==> src/sv/ssh_pkg.sv <==
`default_nettype none
// ----------------------------------------------------------------------------
// ssh_pkg
// Hash selection codes, start values and constants of the selectable string
// hash.
// ----------------------------------------------------------------------------
package ssh_pkg;

   typedef enum logic [2:0] {
      HASH_RS   = 3'd0,
      HASH_JS   = 3'd1,
      HASH_PJW  = 3'd2,
      HASH_ELF  = 3'd3,
      HASH_BKDR = 3'd4,
      HASH_SDBM = 3'd5,
      HASH_DJB  = 3'd6,
      HASH_AP   = 3'd7
   } hash_sel_type;

   localparam int unsigned HASH_W = 32;
   localparam int unsigned OUT_W  = 31;
   localparam int unsigned BYTE_W = 8;
   localparam int unsigned DATA_W = 32;
   localparam int unsigned ADDR_W = 3;

   localparam logic [HASH_W-1:0] RS_START_MULT = 32'd63689;
   localparam logic [HASH_W-1:0] RS_MULT_STEP  = 32'd378551;
   localparam logic [HASH_W-1:0] JS_START      = 32'd1315423911;
   localparam logic [HASH_W-1:0] DJB_START     = 32'd5381;
   localparam logic [HASH_W-1:0] ELF_HIGH      = 32'hF000_0000;

   // register index of hash_select
   localparam logic REG_HASH_SELECT = 1'b0;

   function automatic logic [HASH_W-1:0] start_hash(input hash_sel_type sel);
      logic [HASH_W-1:0] h;
      case (sel)
         HASH_JS:  h = JS_START;
         HASH_DJB: h = DJB_START;
         default:  h = '0;
      endcase
      return h;
   endfunction

endpackage : ssh_pkg
`default_nettype wire

==> src/sv/selectable_string_hash.sv <==
`default_nettype none
// ----------------------------------------------------------------------------
// selectable_string_hash
// Byte-serial string hash with a choice of RS, JS, PJW, ELF, BKDR, SDBM, DJB
// or AP, picked by the hash_select register.
// ----------------------------------------------------------------------------
// Key bytes arrive one per transaction on the req_ channel and the block takes
// one every clock cycle unless a closing byte is held back. Each byte is
// captured in an input register and folded into the running hash on the next
// cycle; that fold is a loop whose longest path is the RS update, one 32x32
// multiply plus an add. A zero byte closes the key: its hash, masked to 31
// bits, is loaded into the rsp_ output register and the running state returns
// to the start value of the selected hash. A full output register only holds
// back a closing byte; ordinary key bytes keep flowing. Writing hash_select
// (byte address 0) also reloads the start state, dropping any partial key.
// ----------------------------------------------------------------------------
module selectable_string_hash (
   input  wire                           clock,
   input  wire                           reset,
   // key byte channel
   input  wire                           req_valid,
   output logic                          req_ready,
   input  wire  [ssh_pkg::BYTE_W-1:0]    req_key_byte,
   // hash result channel
   output logic                          rsp_valid,
   input  wire                           rsp_ready,
   output logic [ssh_pkg::OUT_W-1:0]     rsp_hash_value,
   // register port
   input  wire                           csr_psel,
   input  wire                           csr_penable,
   input  wire                           csr_pwrite,
   input  wire  [ssh_pkg::ADDR_W-1:0]    csr_paddr,
   input  wire  [ssh_pkg::DATA_W-1:0]    csr_pwdata,
   output logic [ssh_pkg::DATA_W-1:0]    csr_prdata,
   output logic                          csr_pready
);
   import ssh_pkg::*;

   hash_sel_type        sel_ff;
   logic [HASH_W-1:0]   hash_ff, hash_in;
   logic [HASH_W-1:0]   mult_ff, mult_in;
   logic                parity_ff, parity_in;
   logic [BYTE_W-1:0]   byte_ff;
   logic                in_valid_ff;
   logic                out_valid_ff;
   logic [OUT_W-1:0]    out_hash_ff;

   logic                cfg_write;
   logic                step;
   logic                key_end;
   logic [HASH_W-1:0]   c;
   logic [HASH_W-1:0]   t;
   logic [HASH_W-1:0]   top;

   assign cfg_write  = csr_psel && csr_penable && csr_pwrite && csr_pready
                       && (csr_paddr[2] == REG_HASH_SELECT);
   assign csr_pready = 1'b1;
   assign csr_prdata = {{(DATA_W-3){1'b0}}, sel_ff};

   assign key_end   = (byte_ff == '0);
   // a closing byte waits for room in the output register
   assign step      = in_valid_ff && (!key_end || !out_valid_ff || rsp_ready);
   assign req_ready = !in_valid_ff || step;

   assign rsp_valid      = out_valid_ff;
   assign rsp_hash_value = out_hash_ff;

   assign c = {{(HASH_W-BYTE_W){1'b0}}, byte_ff};

   always_comb begin
      hash_in   = hash_ff;
      mult_in   = mult_ff;
      parity_in = parity_ff;
      t         = '0;
      top       = '0;
      case (sel_ff)
         HASH_RS: begin
            hash_in = (hash_ff * mult_ff) + c;
            mult_in = mult_ff * RS_MULT_STEP;
         end
         HASH_JS: begin
            hash_in = hash_ff ^ ((hash_ff << 5) + c + (hash_ff >> 2));
         end
         HASH_PJW, HASH_ELF: begin
            t       = (hash_ff << 4) + c;
            top     = t & ELF_HIGH;
            hash_in = (t ^ (top >> 24)) & ~top;
         end
         HASH_BKDR: begin
            // seed 131 = 128 + 2 + 1
            hash_in = (hash_ff << 7) + (hash_ff << 1) + hash_ff + c;
         end
         HASH_SDBM: begin
            hash_in = c + (hash_ff << 6) + (hash_ff << 16) - hash_ff;
         end
         HASH_DJB: begin
            hash_in = hash_ff + (hash_ff << 5) + c;
         end
         HASH_AP: begin
            if (!parity_ff) begin
               hash_in = hash_ff ^ ((hash_ff << 7) ^ c ^ (hash_ff >> 3));
            end else begin
               hash_in = hash_ff ^ ~((hash_ff << 11) ^ c ^ (hash_ff >> 5));
            end
            parity_in = !parity_ff;
         end
         default: begin
            hash_in = hash_ff;
         end
      endcase
   end

   always_ff @(posedge clock) begin
      if (reset) begin
         sel_ff       <= HASH_RS;
         hash_ff      <= start_hash(HASH_RS);
         mult_ff      <= RS_START_MULT;
         parity_ff    <= 1'b0;
         in_valid_ff  <= 1'b0;
         out_valid_ff <= 1'b0;
      end else begin
         if (cfg_write) begin
            sel_ff    <= hash_sel_type'(csr_pwdata[2:0]);
            hash_ff   <= start_hash(hash_sel_type'(csr_pwdata[2:0]));
            mult_ff   <= RS_START_MULT;
            parity_ff <= 1'b0;
         end else if (step) begin
            if (key_end) begin
               hash_ff   <= start_hash(sel_ff);
               mult_ff   <= RS_START_MULT;
               parity_ff <= 1'b0;
            end else begin
               hash_ff   <= hash_in;
               mult_ff   <= mult_in;
               parity_ff <= parity_in;
            end
         end

         if (req_valid && req_ready) begin
            in_valid_ff <= 1'b1;
         end else if (step) begin
            in_valid_ff <= 1'b0;
         end

         if (step && key_end) begin
            out_valid_ff <= 1'b1;
         end else if (rsp_ready) begin
            out_valid_ff <= 1'b0;
         end
      end
   end

   // payload registers
   always_ff @(posedge clock) begin
      if (req_valid && req_ready) begin
         byte_ff <= req_key_byte;
      end
      if (step && key_end) begin
         out_hash_ff <= hash_ff[OUT_W-1:0];
      end
   end

endmodule : selectable_string_hash
`default_nettype wire

==> config.mk <==
export PLATFORM = sky130hd
export DESIGN_NAME = selectable_string_hash
export DESIGN_NICKNAME = d
export VERILOG_FILES = /design/src/sv/ssh_pkg.sv /design/src/sv/selectable_string_hash.sv
export SDC_FILE = /design/constraint.sdc
export NUM_CORES = 2
export LEC_CHECK = 0
export ABC_AREA = 0
export BUFFER_PORTS_ARGS = -buffer_cell sky130_fd_sc_hd__buf_4
export CAP_MARGIN = 10
export CORE_MARGIN = 4
export CORE_UTILIZATION = 42
export CTS_BUF_LIST = sky130_fd_sc_hd__clkbuf_8
export DETAILED_ROUTE_END_ITERATION = 10
export GPL_ROUTABILITY_DRIVEN = 0
export GPL_TIMING_DRIVEN = 0
export SYNTH_ARGS = -nofsm -noshare
export SYNTH_HDL_FRONTEND = slang
export SYNTH_SLANG_ARGS = --single-unit
==> constraint.sdc <==
create_clock -name clock -period 7.4 [get_ports clock]
set_input_delay 1.48 -clock clock [delete_from_list [all_inputs] [get_ports clock]]
set_output_delay 1.48 -clock clock [all_outputs]
set_load 0.01 [all_outputs]
==> flow_summary.toml <==
[clocking]
postCtsHoldBufs = 0
clk_latency_ps = 490
numCtsBuffers = 9
clock_path_buffers = 2
cts.sinks = 109
cts_tree = "done"
h-tree-depth = 3
cts.clk_slew.worst_paths_ps = 160
root_buffer = "clkbuf_8"

[detailed_routing]
routed_wl_mm = 149
drc = 1
via_per_inst = 5.71
num_vias = 34100
route.detailed.wl_per_inst_um = 24.9
dr.pass1.iters = 11
postRouteAntennaNets = 0
dr.first_iter.drc_count = 3388

[floorplanning]
core.rowCount = 112
ioPinCount = 116
die_w_um = 316
die-height_um = 316
die_area_um2 = 100000
core-area_um2 = 93700
initial_utilization = 0.426

[synthesis]
ys_seq_area_frac = 0.0644
yosys-top-cells-area = "fa_1 34%, ha_1 16%, inv_1 7.9%"
ys_ff_latch = 109
synth_edf_count = 39
synth.cell_area_um2 = 39900
netlist_top_cells_count = "839 x inv_1, 672 x fa_1, 523 x ha_1"
synth_most_common_cell = "inv_1"
synthCells = 4524
yosys_warnings = 0
synth_area_leader_cell = "fa_1"
synth_flop_cell = "dfxtp_1"
postSynthAreaPerCell_um2 = 8.83
synth_top_area_frac = 0.337
synth-async-reset-ratio = 0
synthDistinctLibCells = 91

[critical_path]
slowest_stage = "fa_1"
endpoint_kind = "flip-flop"
path_buf_inv = 7
worstSetupStartpointType = "flip-flop"
cp_data_required_time_ps = 7810
crit_path_max_fanout = 10
cp.depth = 27
crit_arrival_ps = 7810
cp_common_cell = "fa_1"
rr_worst_depth = 27
crit_family = "adder cells"
path_class = "reg2reg"
max_stage_delay_ps = 540

[timing]
finalCriticalPeriod_ps = 7410
slew-limit-headroom = 0.110
setup_viol = 1
worst_slew_pin_slew_ps = 1330
hold_viol = 0
setup_ws_ps = -8.17
fmax_mhz = 135
rsz0062_at_grt = "true"
slew_violations = 0
finClkSkew_ps = 42.1
post-route-period-util = 1.00

[global_route]
grt_use_total = 0.298
grt_max_degree = 24
grt_pass1_vias = 34500
antenna_found_initial = 7
overflow = 0
grt_pass1_wl_mm = 220

[placed_design]
io_buffers = 54
dp.final_hpwl_mm = 117

[status]
status = "finished with violations"
violations = "DRC, setup timing"

[layout]
register_area_um2 = 2760
multi_input_area_um2 = 33900
fillers = 9076
syn_to_final_growth_pct = 11.6
nets = 5960
post-route-util = 0.475
final_layout_size_suffix_gt1_frac = 0.105

[job]
cap_violations = 0

[worst_hold_path]
hp-class = "reg2reg"
hold_depth = 2
path summary, 6_finish.rpt:
| path | start | slack (ps) | endpoint |
|---|---|---|---|
| hold reg to reg | in_valid_ff$_SDFFE_PP0P_ | 560 | rsp_valid$_SDFFE_PP0P_ |
| setup reg to reg | hash_ff[3]$_SDFFE_PP0P_ | -8 | hash_ff[30]$_SDFFE_PP0P_ |
| setup / recovery | hash_ff[3]$_SDFFE_PP0P_ | -8 | hash_ff[30]$_SDFFE_PP0P_ |
| hold / removal | in_valid_ff$_SDFFE_PP0P_ | 560 | rsp_valid$_SDFFE_PP0P_ |
layout make-up:
class / instances / area share
Sequential cell: 109 / 0.0621
Buffer: 183 / 0.0300
Clock buffer: 9 / 0.00278
Inverter: 845 / 0.0727
Clock inverter: 7 / 0.00149
Antenna cell: 3 / 0.000169
Timing Repair Buffer: 178 / 0.0342
Tap cell: 1254 / 0.0352
Multi-Input combinational cell: 3389 / 0.761
worst min-delay path: cells and delay by family (launching register included):
family / cells / cell delay [ps]
AO/OA/AOI/OAI: 1 / 60
flip-flops: 1 / 380
AND/OR/NAND/NOR: 1 / 90
timing repair:
| item | 4_1_cts | 5_1_grt |
|---|---|---|
| cloned | 0 | 1 |
| buffers inserted | 91 | 28 |
| endpoints found under the setup margin | 25 | 12 |
| resized for setup | 329 | 101 |
| pin swaps | 20 | 37 |
state kept, by name, indices dropped and copies added, names as in the netlist:
signal / cells
rsp_hash_value: 31
parity_ff: 1
byte_ff: 8
sel_ff: 3
mult_ff: 32
hash_ff: 32
rsp_valid: 1
in_valid_ff: 1
cell families after synthesis:
group	count (synthesis)	synth area share
simple gates	1096	0.135
xor+xnor	307	0.0673
other cells	2	0.000188
buf+inv	1054	0.102
flops	109	0.0644
compound gates	746	0.126
fa+ha+maj	1195	0.501
mux	15	0.00379
cells in the final DEF (no fill, tap or decap), drive strengths merged, types with 39 or more instances in the layout:
master	instances
and2	285
nor3	42
buf	231
ha	523
fa	672
nor2	219
nand2	359
inv	833
a21oi	192
o21ai	136
clkbuf	139
dfxtp	70
xor2	70
a21o	71
xnor2	237
edfxtp	39
through the flow:
step / TNS (ps) / worst slack (ps) / area (um2) / cells / hold slack [ps]
after floorplan: 0 / 5.30 / 40100 / 4552 / 472
after global placement: -41560 / -2610 / 42000 / 5860 / 508
after detailed placement: -42390 / -2550 / 42100 / 5863 / 520
after CTS: 0 / 0.629 / 44000 / 5947 / 536
after global routing: -744 / -170 / 44500 / 5975 / 569
final: -8.17 / -8.17 / 44500 / 5977 / 560
layer usage:
layer,wire length (um),track usage
met1,60400,0.396
met2,63600,0.452
met3,15700,0.0788
met4,9010,0.141
met5,26,0
Power is not shown: default switching activity piles up to over one toggle a cycle in this logic, so the estimate is an artifact.
